==> src/hdl/lmps_pkg.sv <==
`timescale 1ns / 1ps
`default_nettype none

package lmps_pkg;

    localparam int STORE_DEPTH = 256;
    localparam int POS_W       = 8;
    localparam int QDEPTH      = 2;
    localparam int QPTR_W      = $clog2(QDEPTH);

    localparam logic [1:0] MODE_WRITE = 2'd0;
    localparam logic [1:0] MODE_FILL  = 2'd1;
    localparam logic [1:0] MODE_READ  = 2'd2;

    localparam logic [1:0] ROT_0   = 2'd0;
    localparam logic [1:0] ROT_90  = 2'd1;
    localparam logic [1:0] ROT_180 = 2'd2;
    localparam logic [1:0] ROT_270 = 2'd3;

    localparam logic [1:0] REG_ROTATION   = 2'd0;
    localparam logic [1:0] REG_SERPENTINE = 2'd1;
    localparam logic [1:0] REG_MIRROR_X   = 2'd2;
    localparam logic [1:0] REG_MIRROR_Y   = 2'd3;

    typedef struct packed {
        logic [1:0] rotation;
        logic       serpentine;
        logic       mirror_x;
        logic       mirror_y;
    } t_cfg;

    typedef struct packed {
        logic [1:0]       mode;
        logic             on_panel;
        logic [POS_W-1:0] col;
        logic [POS_W-1:0] crow;
        logic [7:0]       red;
        logic [7:0]       green;
        logic [7:0]       blue;
        logic [POS_W-1:0] chain_pos;
    } t_cmd;

    typedef struct packed {
        logic             in_range;
        logic [POS_W-1:0] mapped_pos;
        logic [7:0]       green;
        logic [7:0]       red;
        logic [7:0]       blue;
    } t_res;

endpackage

`default_nettype wire

==> src/hdl/lmps_fifo.sv <==
`timescale 1ns / 1ps
`default_nettype none

module lmps_fifo
    import lmps_pkg::*;
(
    input  wire        i_clk,
    input  wire        i_rst_n,
    input  wire        i_push,
    input  wire t_cmd  i_cmd,
    input  wire        i_pop,
    output logic       o_full,
    output logic       o_empty,
    output t_cmd       o_cmd
);

    localparam logic [QPTR_W:0] CNT_FULL = (QPTR_W + 1)'(QDEPTH);

    t_cmd              r_q [QDEPTH];
    logic [QPTR_W-1:0] r_wp;
    logic [QPTR_W-1:0] r_rp;
    logic [QPTR_W:0]   r_cnt;

    assign o_full  = (r_cnt == CNT_FULL);
    assign o_empty = (r_cnt == '0);
    assign o_cmd   = r_q[r_rp];

    always_ff @(posedge i_clk) begin
        if (!i_rst_n) begin
            r_wp  <= '0;
            r_rp  <= '0;
            r_cnt <= '0;
        end else begin
            if (i_push) begin
                r_wp <= r_wp + 1'b1;
            end
            if (i_pop) begin
                r_rp <= r_rp + 1'b1;
            end
            if (i_push && !i_pop) begin
                r_cnt <= r_cnt + 1'b1;
            end else if (!i_push && i_pop) begin
                r_cnt <= r_cnt - 1'b1;
            end
        end
    end

    always_ff @(posedge i_clk) begin
        if (i_push) begin
            r_q[r_wp] <= i_cmd;
        end
    end

endmodule

`default_nettype wire

==> config.mk <==
export PLATFORM = sky130hd
export DESIGN_NAME = lmps_fifo
export DESIGN_NICKNAME = d
export VERILOG_FILES = /design/src/hdl/lmps_pkg.sv /design/src/hdl/lmps_fifo.sv
export SDC_FILE = /design/constraint.sdc
export NUM_CORES = 1
export LEC_CHECK = 0
export CAP_MARGIN = 20
export CORE_AREA = 4 4 99 101
export DETAILED_ROUTE_END_ITERATION = 8
export DIE_AREA = 0 0 103 105
export DONT_BUFFER_PORTS = 1
export HOLD_SLACK_MARGIN = 0.06
export PLACE_DENSITY = 0.68
export SLEW_MARGIN = 5
export SYNTH_ARGS = -nofsm -noshare
export SYNTH_HDL_FRONTEND = slang
export SYNTH_SLANG_ARGS = --single-unit
export TNS_END_PERCENT = 100
==> constraint.sdc <==
create_clock -name i_clk -period 3.9 [get_ports i_clk]
set_input_delay 0.39 -clock i_clk [delete_from_list [all_inputs] [get_ports i_clk]]
set_output_delay 0.39 -clock i_clk [all_outputs]
set_load 0.02 [all_outputs]
==> results of run 1 <==
through the flow:
step                      hold WS (ps)  total power [mW]
after CTS                          108              2.22
after global placement             477              1.59
after detailed placement           489              1.60
after floorplan                    466              1.56
final                              130              2.20
after global routing              93.8              2.29
sequential cells by signal, indices dropped and copies added (netlist names), named ones only:
signal	count
r_cnt	2
r_q	102
r_wp	1
r_rp	1
metal layers:
metal	routed length [um]	GRT usage, %
met1	2280	12.5
met2	3290	20.3
met3	637	6.01
met4	50	3.61
met5	0	0
cells by family after synthesis:
group / after synthesis / share of synthesized area [%]
simple gates: 9 / 1.45
mux: 51 / 14.7
xor+xnor: 3 / 0.675
compound gates: 3 / 0.514
fa+ha+maj: 1 / 0.321
buf+inv: 7 / 1.06
flops: 107 / 81.2
worst max-delay path by stage:
stage / startpoint / end / slack (ps) / cells past startpoint
floorplan: i_push / r_q[0][0] / 750 / 1
global route: flip-flop / o_cmd[33] / 1620 / 2
CTS: flip-flop / o_cmd[25] / 1670 / 2
detailed placement: i_push / r_q[0][2] / 1990 / 2
global placement: flip-flop / o_cmd[25] / 1880 / 1
finish: flip-flop / o_cmd[44] / 1740 / 2
cell type report:
| class | count | area [sq um] |
|---|---|---|
| tap | 111 | 139 |
| multi-input combinational | 67 | 698 |
| clock buffer | 11 | 131 |
| sequential | 107 | 3160 |
| timing repair buffer | 3 | 35.0 |
| clock inverter | 4 | 52.6 |
| fill | 764 | 4800 |
| inverter | 1 | 3.75 |
Yosys cell counts, drive strengths merged:
library cell / n
buf: 6
ha: 1
xnor2: 1
xor2: 2
o21a: 1
dfxtp: 5
a21boi: 1
o21ai: 1
inv: 1
edfxtp: 102
and2b: 1
nor2b: 2
and2: 4
nor2: 1
or3: 1
mux2: 51
worst max-delay path: cells and delay by family (launching register included):
family | cells | cell delay (ps)
DFF | 1 | 710
buffers and inverters | 1 | 260
muxes | 1 | 420
placed cells by master (no fill, tap or decap):
cell,synthesis,routed
a21boi_1,1,1
and2_1,4,3
and2_2,0,1
and2b_2,1,1
buf_12,0,1
buf_4,3,2
bufinv_16,0,1
clkbuf_1,0,2
clkbuf_8,0,9
clkinvlp_4,0,3
dfxtp_1,5,4
dfxtp_2,0,1
edfxtp_1,102,102
ha_1,1,1
inv_1,1,1
mux2_2,51,51
nor2_1,1,1
nor2b_1,2,1
nor2b_4,0,1
o21a_1,1,1
o21ai_0,1,1
or3_1,1,1
xnor2_1,1,1
xor2_1,2,2
power groups by stage:
stage / logic, mW / clock network (mW) / registers [mW]
CTS: 0.222 / 0.649 / 1.35
finish: 0.216 / 0.629 / 1.35
detailed placement: 0.221 / 0 / 1.38
floorplan: 0.198 / 0 / 1.36
global placement: 0.203 / 0 / 1.38
global route: 0.229 / 0.699 / 1.36
==> reports/qor.yml, run 1 <==
grt_use_total_pct: 11.8
io_buffers: 0
io_pins: 108
clock_path_buffers: 2
holdPathEnd: "r_q[0][14]"
synthCells: 181
critical_path.max_fanout: 28
wl_per_cell_um: 20.6
clk_pin_slew_ps: 90
cts-root-buf: "clkbuf_8"
hold_violations: 0
p_switching_uw: 502
p_per_area_mw_per_mm2: 520
rows: 35
htreeDepth: 3
syn_to_final_growth_pct: 8.48
grt_max_degree: 29
swShare_pct: 22.8
clkPwrFrac_pct: 28.6
startpoint_type: "flip-flop"
seq_power_share_pct: 61.5
synth-seq-area-share_pct: 81.2
placed_cell_area_sq_mm: 0.00404
rsz0062_at_grt: "false"
post_cts_resize_count: 0
placed_cells: 289
first_pass_iters: 4
max-vdd-ir-drop_v: 0.000282
p_int_mw: 1.69
yosys_warnings: 0
timing.fmax_ghz: 0.464
hp-class: "in2reg"
fp.coreArea_sq_mm: 0.00902
clock_latency_ps: 350
synth_fp_nets: 237
first_global_vias: 1766
vias: 1560
drc: 0
cts.sinks: 107
power.share.combinational_pct: 9.9
r2r-end: "r_q[1][11]"
die_h_um: 105
hpwl_um: 4190
yosys_register_bits: 107
antenna_cells: 0
synth.avg_cell_area_sq_um: 21.5
yosys.area.top_type: "edfxtp_1"
routed_wl_um: 6260
cp_slowest_stage_delay_ps: 710
reg2reg_slack_ps: 2110
postCtsSetupBuffers: 0
maxSlewHeadroom_pct: 52.4
status: "complete, no violations"
drt_iter0_drc: 78
synth_top_area_share_pct: 78.7
arrival_ps: 1770
drive_gt1_share_pct: 36.8
cts_made_buffers: 9
critPathCaptureType: "output port"
die_x_um: 103
drv_slew: 0
dieArea_sq_mm: 0.0108
ant_nets: 0
final_util_pct: 46.8
clock_skew_ps: 10.5
place.gp.congestion: 0.676
finalNonFillerCells: 304
routed_via_density: 5.13
synth_area_sq_mm: 0.00389
finalCriticalPeriod_ps: 2160
dp_worst_setup_slack_ps: 1990
cp_cell_sequence: "buf_12 -> mux2_2"
critPathRequiredTime_ps: 3510
layout.nets: 245
setup_violations: 0
holdBufCountCts: 0
setup_tns_ps: 0
floorplan.initialDensity_pct: 43.2
drv_cap: 0
hold_path_depth: 0
path_class: "reg2out"
fin_crit_sh_pct: 55.3
grt_antenna_before_repair: 0
cts_tree: "yes"
design_area_sq_mm: 0.00422
hold_path.startpoint: "i_cmd[14]"
slowest_stage: "dfxtp_2"
synth_cell_types: 17
r2r_cells: 2
reg2reg_from: "r_wp"
grt_overflow: 0
leakage_nw: 1.35
worst_slew_pin_slew_ps: 713
grt_first_pass_wirelength_um: 9430
synth_area_leaders: "edfxtp_1 (79%), mux2_2 (15%), dfxtp_1 (2.6%), and2_1 (0.64%), buf_4 (0.58%)"
timing.final.ws_setup_ps: 1740
Note: power is estimated with default switching activity, not from simulation.
==> inputs of run 2 (changes only) <==
- PLACE_DENSITY: 0.68 -> 0.7
- clock period: 3.9 -> 1.7 ns (I/O delays scaled with it)
==> run 2 against run 1 <==
  * Die area stayed put
  * Routed wire length is 0.53% higher
  * Clock power is 110% higher
  * Via count up 15%
  * Highest routed layer unchanged
==> reports/qor.yml, run 2 (synthesis gave the netlist of run 1 again) <==
status: "complete, no violations"
htreeDepth: 3
cts_made_buffers: 9
arrival_ps: 1390
dieArea_sq_mm: 0.0108
die_h_um: 105
startpoint_type: "flip-flop"
final_common_cell: "edfxtp_1"
largest_reg_flops: 102
place.gp.congestion: 0.687
cts_tree: "yes"
rows: 35
grt_use_total_pct: 12.2
grt_first_pass_wirelength_um: 9960
cp_cell_sequence: "buf_6 -> mux2_2"
critPathCaptureType: "output port"
reg2reg_from: "r_wp"
drive_gt1_share_pct: 30.0
drc: 0
final_util_pct: 53.1
syn_to_final_growth_pct: 22.9
drt_iter0_drc: 99
die_x_um: 103
routed_via_density: 4.99
clock_skew_ps: 9.83
setup_tns_ps: 0
fp.coreArea_sq_mm: 0.00902
vias: 1800
path_class: "reg2out"
critPathRequiredTime_ps: 1530
rsz0062_at_grt: "false"
clk_pin_slew_ps: 90
fill_cells: 706
critPathBufInv: 1
timing.fmax_ghz: 0.641
grt_antenna_before_repair: 0
io_pins: 108
first_global_vias: 1999
r2r-end: "r_q[1][43]"
first_pass_iters: 3
regMostFlops: "r_q"
leakage_nw: 1.59
timing.final.ws_setup_ps: 141
p_per_area_mw_per_mm2: 1060
io_buffers: 0
hold_path_depth: 3
hold_violations: 0
mostFrequentLayoutCells: "edfxtp_1 (102), dlygate4sd3_1 (54), mux2_2 (51)"
postCtsSetupBuffers: 0
maxSlewHeadroom_pct: 72.6
setup_violations: 0
hold_path.startpoint: "i_push"
clock_latency_ps: 360
wl_per_cell_um: 17.4
max-vdd-ir-drop_v: 0.000573
grt_overflow: 0
finalCriticalPeriod_ps: 1560
cp_slowest_stage_delay_ps: 430
grt_max_degree: 40
reg2reg_slack_ps: 450
drv_slew: 0
holdPathEnd: "r_cnt[1]"
ant_nets: 0
slowest_stage: "mux2_2"
r2r_cells: 2
reg_top3: "r_q: 102 flops, r_cnt: 2 flops"
hpwl_um: 3940
worst_slew_pin_slew_ps: 409
layout.nets: 302
cts.sinks: 107
antenna_cells: 0
critical_path.max_fanout: 23
critPathTopFamily: "multiplexers"
cts-root-buf: "clkbuf_8"
routed_wl_um: 6300
drv_cap: 0
clock_path_buffers: 2
fin_crit_sh_pct: 91.7
dp_worst_setup_slack_ps: 436
hp-class: "in2reg"
floorplan.initialDensity_pct: 43.2
-- run 2: cell count changes in the layout (fill, tap and decap cells not counted), sizes merged --
cell	change
dlygate4sd3	+54
bufinv	-1
inv	+1
buf	+3
clkbuf	-1
clkinv	+1
-- run 2: per-layer routing --
metal	global-route usage, %	up-vias	part of all wire (%)
met2	20.5	73	52
met3	5.34	10	9.9
met5	0	-	0
met4	5.46	0	1.6
li1	-	830	-
met1	12.9	887	37
-- run 2: worst reg2reg max path, cell delays in order, from the launching register on --
cell	delay (ps)
dfxtp_1	380
and2_2	170
buf_4	350
-- run 2: final cells by class --
class / count / area (sq um) / area share, %
Sequential cell: 107 / 3160 / 66.1
Timing Repair Buffer: 60 / 614 / 12.8
Inverter: 1 / 3.75 / 0.0784
Clock buffer: 10 / 128 / 2.67
Tap cell: 111 / 139 / 2.90
Clock inverter: 5 / 40.0 / 0.836
Multi-Input combinational cell: 67 / 698 / 14.6
-- run 2: per-stage QoR --
stage	hold slack [ps]	instance area [sq um]	instances	total power, mW
2_1_floorplan	269	3900	181	3.58
3_3_place_gp	269	4080	292	3.67
3_5_place_dp	269	4080	292	3.68
4_1_cts	190	4780	361	5.14
5_1_grt	220	4790	361	5.28
6_report	211	4790	361	5.06
-- run 2: what timing repair did --
| item | 4_1_cts | 5_1_grt |
|---|---|---|
| resized for setup | 0 | 1 |
| hold endpoints to repair | 107 | 0 |
| hold buffers | 54 | 0 |
| setup endpoints to repair | 0 | 19 |
-- run 2: worst max path at each step --
stage / start / endpoint / cells after the start
after floorplan: r_wp / r_q[0][0] / 1
after global routing: flip-flop / o_cmd[12] / 2
after detailed placement: flip-flop / o_cmd[4] / 2
final: flip-flop / o_cmd[12] / 2
after global placement: flip-flop / o_cmd[4] / 2
after CTS: flip-flop / o_cmd[15] / 2
-- run 2: report_power, final --
part | total (mW) | leakage, nW | internal (mW) | switching [mW]
combinational | 0.650 | 0.519 | 0.268 | 0.382
clock | 1.34 | 0.0750 | 0.532 | 0.806
sequential | 3.07 | 0.999 | 3.04 | 0.0355
