## src/hdl/lmps_pkg.sv

```systemverilog
`timescale 1ns / 1ps
`default_nettype none

package lmps_pkg;

    localparam int STORE_DEPTH = 256;
    localparam int POS_W       = 8;
    localparam int QDEPTH      = 2;
    localparam int QPTR_W      = $clog2(QDEPTH);

    localparam logic [1:0] MODE_WRITE = 2'd0;
    localparam logic [1:0] MODE_FILL  = 2'd1;
    localparam logic [1:0] MODE_READ  = 2'd2;

    localparam logic [1:0] ROT_0   = 2'd0;
    localparam logic [1:0] ROT_90  = 2'd1;
    localparam logic [1:0] ROT_180 = 2'd2;
    localparam logic [1:0] ROT_270 = 2'd3;

    localparam logic [1:0] REG_ROTATION   = 2'd0;
    localparam logic [1:0] REG_SERPENTINE = 2'd1;
    localparam logic [1:0] REG_MIRROR_X   = 2'd2;
    localparam logic [1:0] REG_MIRROR_Y   = 2'd3;

    typedef struct packed {
        logic [1:0] rotation;
        logic       serpentine;
        logic       mirror_x;
        logic       mirror_y;
    } t_cfg;

    typedef struct packed {
        logic [1:0]       mode;
        logic             on_panel;
        logic [POS_W-1:0] col;
        logic [POS_W-1:0] crow;
        logic [7:0]       red;
        logic [7:0]       green;
        logic [7:0]       blue;
        logic [POS_W-1:0] chain_pos;
    } t_cmd;

    typedef struct packed {
        logic             in_range;
        logic [POS_W-1:0] mapped_pos;
        logic [7:0]       green;
        logic [7:0]       red;
        logic [7:0]       blue;
    } t_res;

endpackage

`default_nettype wire

```

## src/hdl/lmps_front.sv

```systemverilog
`timescale 1ns / 1ps
`default_nettype none

module lmps_front
    import lmps_pkg::*;
#(
    parameter int WIDTH  = 16,
    parameter int HEIGHT = 16
) (
    input  wire t_cfg        i_cfg,
    input  wire              i_valid,
    input  wire logic [63:0] i_data,  // pos_x, pos_y, red, green, blue, chain_pos
    input  wire logic [1:0]  i_mode,
    input  wire              i_full,
    output logic             o_ready,
    output logic             o_push,
    output t_cmd             o_cmd
);

    localparam logic [16:0] W_LIM = 17'(WIDTH);
    localparam logic [16:0] H_LIM = 17'(HEIGHT);
    localparam logic [8:0]  W_9   = 9'(WIDTH);
    localparam logic [8:0]  H_9   = 9'(HEIGHT);
    localparam logic [POS_W-1:0] W_M1 = POS_W'(WIDTH - 1);
    localparam logic [POS_W-1:0] H_M1 = POS_W'(HEIGHT - 1);

    logic [15:0]      w_x;
    logic [15:0]      w_y;
    logic [POS_W-1:0] w_xs;
    logic [POS_W-1:0] w_ys;
    logic             w_on_xy;
    logic             w_quarter;
    logic [POS_W-1:0] w_col_r;
    logic [POS_W-1:0] w_row_r;
    logic [POS_W-1:0] w_col_m;
    logic [POS_W-1:0] w_row_m;
    logic [POS_W-1:0] w_crow;
    logic [POS_W-1:0] w_col;

    assign w_x  = i_data[15:0];
    assign w_y  = i_data[31:16];
    assign w_xs = w_x[POS_W-1:0];
    assign w_ys = w_y[POS_W-1:0];

    assign w_on_xy   = ({1'b0, w_x} < W_LIM) && ({1'b0, w_y} < H_LIM);
    assign w_quarter = (i_cfg.rotation == ROT_90) || (i_cfg.rotation == ROT_270);

    always_comb begin
        unique case (i_cfg.rotation)
            ROT_90: begin
                w_col_r = H_M1 - w_ys;
                w_row_r = w_xs;
            end
            ROT_180: begin
                w_col_r = W_M1 - w_xs;
                w_row_r = H_M1 - w_ys;
            end
            ROT_270: begin
                w_col_r = w_ys;
                w_row_r = W_M1 - w_xs;
            end
            default: begin
                w_col_r = w_xs;
                w_row_r = w_ys;
            end
        endcase
    end

    assign w_col_m = i_cfg.mirror_x ? ((w_quarter ? H_M1 : W_M1) - w_col_r) : w_col_r;
    assign w_row_m = i_cfg.mirror_y ? ((w_quarter ? W_M1 : H_M1) - w_row_r) : w_row_r;

    // chain row 0 is the bottom panel row
    assign w_crow = H_M1 - w_row_m;
    assign w_col  = (i_cfg.serpentine && w_crow[0]) ? (W_M1 - w_col_m) : w_col_m;

    assign o_ready = !i_full;
    assign o_push  = i_valid && !i_full;

    always_comb begin
        o_cmd.mode      = i_mode;
        o_cmd.on_panel  = w_on_xy && ({1'b0, w_col_m} < W_9) && ({1'b0, w_row_m} < H_9);
        o_cmd.col       = w_col;
        o_cmd.crow      = w_crow;
        o_cmd.red       = i_data[39:32];
        o_cmd.green     = i_data[47:40];
        o_cmd.blue      = i_data[55:48];
        o_cmd.chain_pos = i_data[63:56];
    end

endmodule

`default_nettype wire

```

## config.mk

```make
export PLATFORM = sky130hd
export DESIGN_NAME = lmps_front
export DESIGN_NICKNAME = d
export VERILOG_FILES = /design/src/hdl/lmps_pkg.sv /design/src/hdl/lmps_front.sv
export SDC_FILE = /design/constraint.sdc
export NUM_CORES = 1
export LEC_CHECK = 0
export BUFFER_PORTS_ARGS = -buffer_cell sky130_fd_sc_hd__buf_2
export CORE_UTILIZATION = 30
export DETAILED_ROUTE_END_ITERATION = 6
export PLACE_DENSITY = 0.86
export RECOVER_POWER = 50
export SLEW_MARGIN = 10
export SYNTH_ARGS = -nofsm -noshare
export SYNTH_HDL_FRONTEND = slang
export SYNTH_SLANG_ARGS = --single-unit
```

## constraint.sdc

```tcl
create_clock -name vclk -period 2.64
set_clock_uncertainty 0.2 [all_clocks]
set_input_delay 0 -clock vclk [all_inputs]
set_output_delay 0 -clock vclk [all_outputs]
set_load 0.05 [all_outputs]
```

==> results of run 1 <==
==> per-layer routing <==
metal	vias to the layer above	track usage	wire, µm
met5	-	0	0
met4	0	0	0
met3	0	0	192
met2	65	0.307	1670
met1	533	0.174	1150
li1	593	-	-
==> Yosys cell counts, drive strengths merged <==
| master | number | area share |
|---|---|---|
| o31ai | 3 | 0.021 |
| a31oi | 2 | 0.012 |
| nand2 | 8 | 0.028 |
| nor4 | 2 | 0.012 |
| and4 | 1 | 0.0083 |
| o21a | 1 | 0.0071 |
| nor2 | 8 | 0.028 |
| nor4b | 4 | 0.033 |
| nor4bb | 1 | 0.0095 |
| buf | 38 | 0.27 |
| ha | 7 | 0.083 |
| mux2i | 8 | 0.076 |
| xnor2 | 16 | 0.15 |
| a2bb2oi | 1 | 0.014 |
| nor2b | 2 | 0.012 |
| nand4 | 1 | 0.0059 |
| nand2b | 3 | 0.018 |
| mux2 | 1 | 0.011 |
| a21oi | 6 | 0.028 |
| o21ai | 6 | 0.032 |
| nor3 | 3 | 0.019 |
| nor3b | 1 | 0.0071 |
| inv | 10 | 0.036 |
| a211oi | 1 | 0.012 |
| nand3 | 4 | 0.019 |
| xor2 | 6 | 0.050 |
==> worst paths after layout <==
kind       from         to  slack, ns  depth (start not counted)
max   i_data[4]  o_cmd[48]       0.02                         15
min      i_full    o_ready       0.20                          3
==> final cells by class <==
| class | instances | area [µm²] | share of cell area |
|---|---|---|---|
| Timing Repair Buffer | 108 | 779 | 0.442 |
| Tap cell | 46 | 57.6 | 0.0326 |
| Multi-Input combinational cell | 96 | 876 | 0.496 |
| Inverter | 10 | 52.6 | 0.0298 |
==> layout by cell type, fill, tap and decap left out, drive strengths merged <==
cell and instances:
inv 10, nor4 2, nand2b 3, o21a 1
nor2b 2, a21oi 6, nand4 1, ha 7
nor2 8, a2bb2oi 1, nor4bb 1, nor3b 1
nor4b 4, nor3 3, and4 1, clkbuf 2
nand3 4, mux2i 8, nand2 8, o21ai 6
xor2 6, dlygate4sd3 34, mux2 1, a31oi 2
a211oi 1, o31ai 3, buf 72, xnor2 16
==> where the power goes <==
group	switching, µW	internal (µW)	total, µW
logic	493	239	731
registers	0	0	0
clock network	0	0	0
total	493	239	731
==> kinds of logic (layout without fill, tap and decap cells) <==
logic type                 after synthesis  in the layout
and+or+nand+nor                         38             38
xor gates and xnor gates                22             22
muxes                                    9              9
AOI/OAI and AO/OA                       20             20
adders and majority gates                7              7
buffers and inverters                   48            118
==> through the flow <==
step	instances	power [µW]	TNS, ns	hold slack (ns)	worst slack [ns]
after global placement	222	543	-0.156	-0.200	-0.156
after detailed placement	222	552	-0.271	-0.200	-0.271
after global routing	260	776	-0.110	0.230	-0.110
final	260	731	0	0.198	0.0154
after CTS	258	718	-0.00917	0.112	-0.00917
after floorplan	144	551	-0.0240	-0.0329	-0.0240
==> repair_timing <==
| action | in CTS | in global routing |
|---|---|---|
| setup buffers | 2 | 2 |
| resized for setup | 15 | 5 |
| setup endpoints to repair | 1 | 1 |
| endpoints found under the hold margin | 34 | 0 |
| hold buffers | 34 | 0 |
| pin swaps | 4 | 5 |
==> results.py, run 1 <==
metrics = {
    "routing": {
        "viasPerCell": 4.58,
        "routedWlPerCell_um": 11.6,
        "ant_nets": 0,
        "vias": 1191,
        "first_pass_iters": 5,
        "drt-initial-drc-count": 23,
        "drt_wl_total_mm": 3.01,
        "drc": 0,
    },
    "finish": {
        "design_area_um2": 1770,
        "regArea_um2": 0,
        "fill_cells": 314,
        "nets": 296,
        "utilization": 0.525,
        "layout-drive-gt1-share": 0.458,
        "nClkBuffers": 0,
        "flops_and_latches": 0,
        "syn_to_final_growth_pct": 67.0,
        "antennaDiodeCount": 0,
    },
    "setup_path": {
        "slowest_delay_ns": 0.34,
        "endpoint_kind": "output port",
        "crit_arrival_ns": 2.42,
        "crit_path_max_fanout": 2,
        "crit_top_cell": "ha_4",
        "critical_path.slowest_cell": "nor4bb_4",
        "critPathBufInv": 4,
        "criticalPathCategory": "in -> out",
        "cp.required_ns": 2.44,
        "crit_family": "simple AND/OR/NAND/NOR gates",
        "cp_cell_sequence": "buf_8, inv_4, ha_4, mux2_4, nand2_4, o21ai_4, inv_2, ha_4, mux2i_4, ha_2, nor4b_4, and4_1, nand4_1, nor4bb_4, buf_6",
        "startpoint_type": "input pin",
    },
    "grt": {
        "overflow": 0,
        "grt_pass1_vias": 1008,
        "grt_max_degree": 19,
        "grtUsageTotal": 0.146,
        "grt_pass1_wl_mm": 4.26,
        "antenna_found_initial": 0,
    },
    "power_and_ir_drop": {
        "power.density_nw_per_um2": 414,
        "ir_drop_mv": 0.134,
        "p_leak_uw": 0.000826,
    },
    "sta": {
        "max_freq_ghz": 0.381,
        "finalMaxSlewViolations": 0,
        "slew_headroom": 0.607,
        "fin_crit_ns": 2.62,
        "tightest_slew_ns": 0.592,
        "rsz0062_at_grt": "true",
        "period_share": 0.994,
        "setup_viol": 0,
        "hold_viol": 0,
    },
    "die": {
        "die_w_um": 61.4,
        "rows": 21,
        "core_area_um2": 3360,
        "fp.dieH_um": 61.4,
        "start_util": 0.314,
        "dieArea_um2": 3770,
        "io_pins": 126,
    },
    "logic_synthesis": {
        "synth_top_family_by_area": "buffers and inverters",
        "synth_xor_area_frac": 0.204,
        "synth-compound-area-share": 0.127,
        "synth.mux.area_fraction": 0.0864,
        "ys_seq_area_frac": 0,
        "synthCells": 144,
        "yosys.area_share.simple": 0.200,
        "synth.distinct_cells": 33,
        "yosys_warnings": 0,
        "synth_adder_area_share": 0.0828,
        "syn_avg_cell_area_um2": 7.34,
        "syn_nets": 224,
        "syn-cell-area_um2": 1060,
    },
    "placement": {
        "place.gp.congestion": 0.851,
        "io_buffers": 58,
        "post_dp_cell_area_um2": 1290,
        "place_hpwl_mm": 2.27,
    },
    "run_status": {
        "status": "completed",
    },
    "run": {
        "maxCapViolCount": 0,
    },
    "hold_path": {
        "hold_class": "in -> out",
    },
}
No activity file was read; power rests on OpenSTA's default activity.
==> run 2, diff against run 1 <==
--- a/config.mk
+++ b/config.mk
@@ -6,11 +6,11 @@
 export NUM_CORES = 1
 export LEC_CHECK = 0
 export BUFFER_PORTS_ARGS = -buffer_cell sky130_fd_sc_hd__buf_2
-export CORE_UTILIZATION = 30
+export CORE_UTILIZATION = 35
 export DETAILED_ROUTE_END_ITERATION = 6
-export PLACE_DENSITY = 0.86
+export PLACE_DENSITY = 0.91
 export RECOVER_POWER = 50
-export SLEW_MARGIN = 10
+export SLEW_MARGIN = 20
 export SYNTH_ARGS = -nofsm -noshare
 export SYNTH_HDL_FRONTEND = slang
 export SYNTH_SLANG_ARGS = --single-unit
==> results.py, run 2 (same netlist as run 1, synthesis figures left out) <==
metrics = {
    "hold_path": {
        "hold_class": "in -> out",
        "hold_path_end": "o_ready",
        "min-delay-start": "i_full",
        "whs_path_depth": 3,
    },
    "run": {
        "maxCapViolCount": 0,
    },
    "die": {
        "io_pins": 126,
        "fp.dieH_um": 57.0,
        "core_area_um2": 2810,
        "dieArea_um2": 3240,
        "rows": 19,
        "die_w_um": 57.0,
        "start_util": 0.377,
    },
    "routing": {
        "ant_nets": 0,
        "viasPerCell": 4.79,
        "first_pass_iters": 6,
        "vias": 1203,
        "routedWlPerCell_um": 12.3,
        "drt_wl_total_mm": 3.09,
        "drc": 18,
        "drt-initial-drc-count": 52,
    },
    "placement": {
        "place.gp.congestion": 0.793,
        "io_buffers": 58,
        "place_hpwl_mm": 2.16,
        "post_dp_cell_area_um2": 1270,
    },
    "setup_path": {
        "cp.required_ns": 2.44,
        "crit_path_max_fanout": 2,
        "crit_arrival_ns": 2.47,
        "critical_path.slowest_cell": "ha_4",
        "startpoint_type": "input pin",
        "slowest_delay_ns": 0.27,
        "endpoint_kind": "output port",
        "cp_cell_sequence": "buf_12, inv_12, ha_4, mux2_4, nand2_2, o21ai_2, inv_2, ha_4, mux2i_4, buf_4, buf_6, buf_4, buf_4, buf_4, buf_4, buf_4, buf_4, buf_4, nand3_4, xnor2_2, buf_6",
        "criticalPathCategory": "in -> out",
        "crit_top_cell": "buf_4",
    },
    "grt": {
        "overflow": 0,
        "antenna_found_initial": 0,
        "grt_pass1_wl_mm": 4.58,
        "grt_pass1_vias": 1097,
        "grt_max_degree": 22,
        "grtUsageTotal": 0.169,
    },
    "finish": {
        "syn_to_final_growth_pct": 73.0,
        "antennaDiodeCount": 0,
        "nClkBuffers": 0,
        "mostFrequentLayoutCells": "buf_2, dlygate4sd3_1, buf_4, xnor2_1, nor2_1",
        "final_common_cell": "buf_2",
        "layout-drive-gt1-share": 0.486,
        "flops_and_latches": 0,
        "design_area_um2": 1830,
        "multi_input_area_um2": 905,
        "regArea_um2": 0,
        "fill_cells": 217,
        "nets": 302,
    },
    "run_status": {
        "status": "finished, violations left",
        "violations": "DRC, setup timing",
    },
    "sta": {
        "period_share": 1.01,
        "hold_viol": 0,
        "slew_headroom": 0.602,
        "max_freq_ghz": 0.375,
        "rsz0062_at_grt": "true",
        "setup_ws_ns": -0.0293,
        "fin_crit_ns": 2.67,
        "tightest_slew_ns": 0.600,
        "finalMaxSlewViolations": 0,
        "setup_viol": 1,
    },
    "power_and_ir_drop": {
        "power.density_nw_per_um2": 425,
        "p_leak_uw": 0.000859,
        "power.total_uw": 777,
        "ir_drop_mv": 0.217,
    },
}
==> run 2: layer usage <==
metal,global-route usage,wire length [µm]
met2,0.363,1810
met4,0,0
met5,0,0
met3,0.00907,226
met1,0.189,1060
==> run 2: worst max-delay path: cells and delay by family <==
| family | cells | cell delay (ns) |
|---|---|---|
| AO/OA/AOI/OAI | 1 | 0.07 |
| XOR/XNOR | 1 | 0.12 |
| adder cells (fa/ha/maj) | 2 | 0.51 |
| buffers and inverters | 13 | 1.44 |
| multiplexers | 2 | 0.23 |
| AND/OR/NAND/NOR | 2 | 0.11 |
==> run 2: through the flow <==
step	util	hold WS (ns)	std cells	setup TNS [ns]	worst slack (ns)
after floorplan	-	-0.0329	144	-0.0240	-0.0240
after global placement	0.455	-0.200	207	-0.154	-0.154
after detailed placement	0.455	-0.200	207	-0.265	-0.265
after CTS	0.612	0.115	249	-0.0391	-0.0391
after global routing	0.652	0.215	251	-0.289	-0.158
final	0.652	0.204	251	-0.0293	-0.0293
==> run 2: worst max path at each step <==
stage / slack, ns / cells after the start / endpoint / start
floorplan: -0.02 / 12 / o_cmd[48] / i_data[5]
global placement: -0.15 / 15 / o_cmd[48] / i_data[5]
detailed placement: -0.27 / 15 / o_cmd[48] / i_data[5]
CTS: -0.04 / 15 / o_cmd[48] / i_data[4]
global route: -0.16 / 15 / o_cmd[48] / i_data[4]
finish: -0.03 / 21 / o_cmd[39] / i_data[5]
==> run 2: final cells by class <==
class                           count  share of cell area
Inverter                           10              0.0287
Multi-Input combinational cell     96               0.495
Timing Repair Buffer              114               0.456
Tap cell                           31              0.0212
==> run 2: power by group <==
group | switching (µW) | total [µW] | internal (µW) | leakage, µW
Clock | 0 | 0 | 0 | 0
Combinational | 506 | 777 | 272 | 0.000859
Sequential | 0 | 0 | 0 | 0
==> run 2: timing repair <==
action	in CTS	in global routing
hold buffers	34	0
endpoints found under the setup margin	1	2
pin swaps	5	8
setup buffers	8	3
gates resized for setup	10	17
hold endpoints to repair	34	0
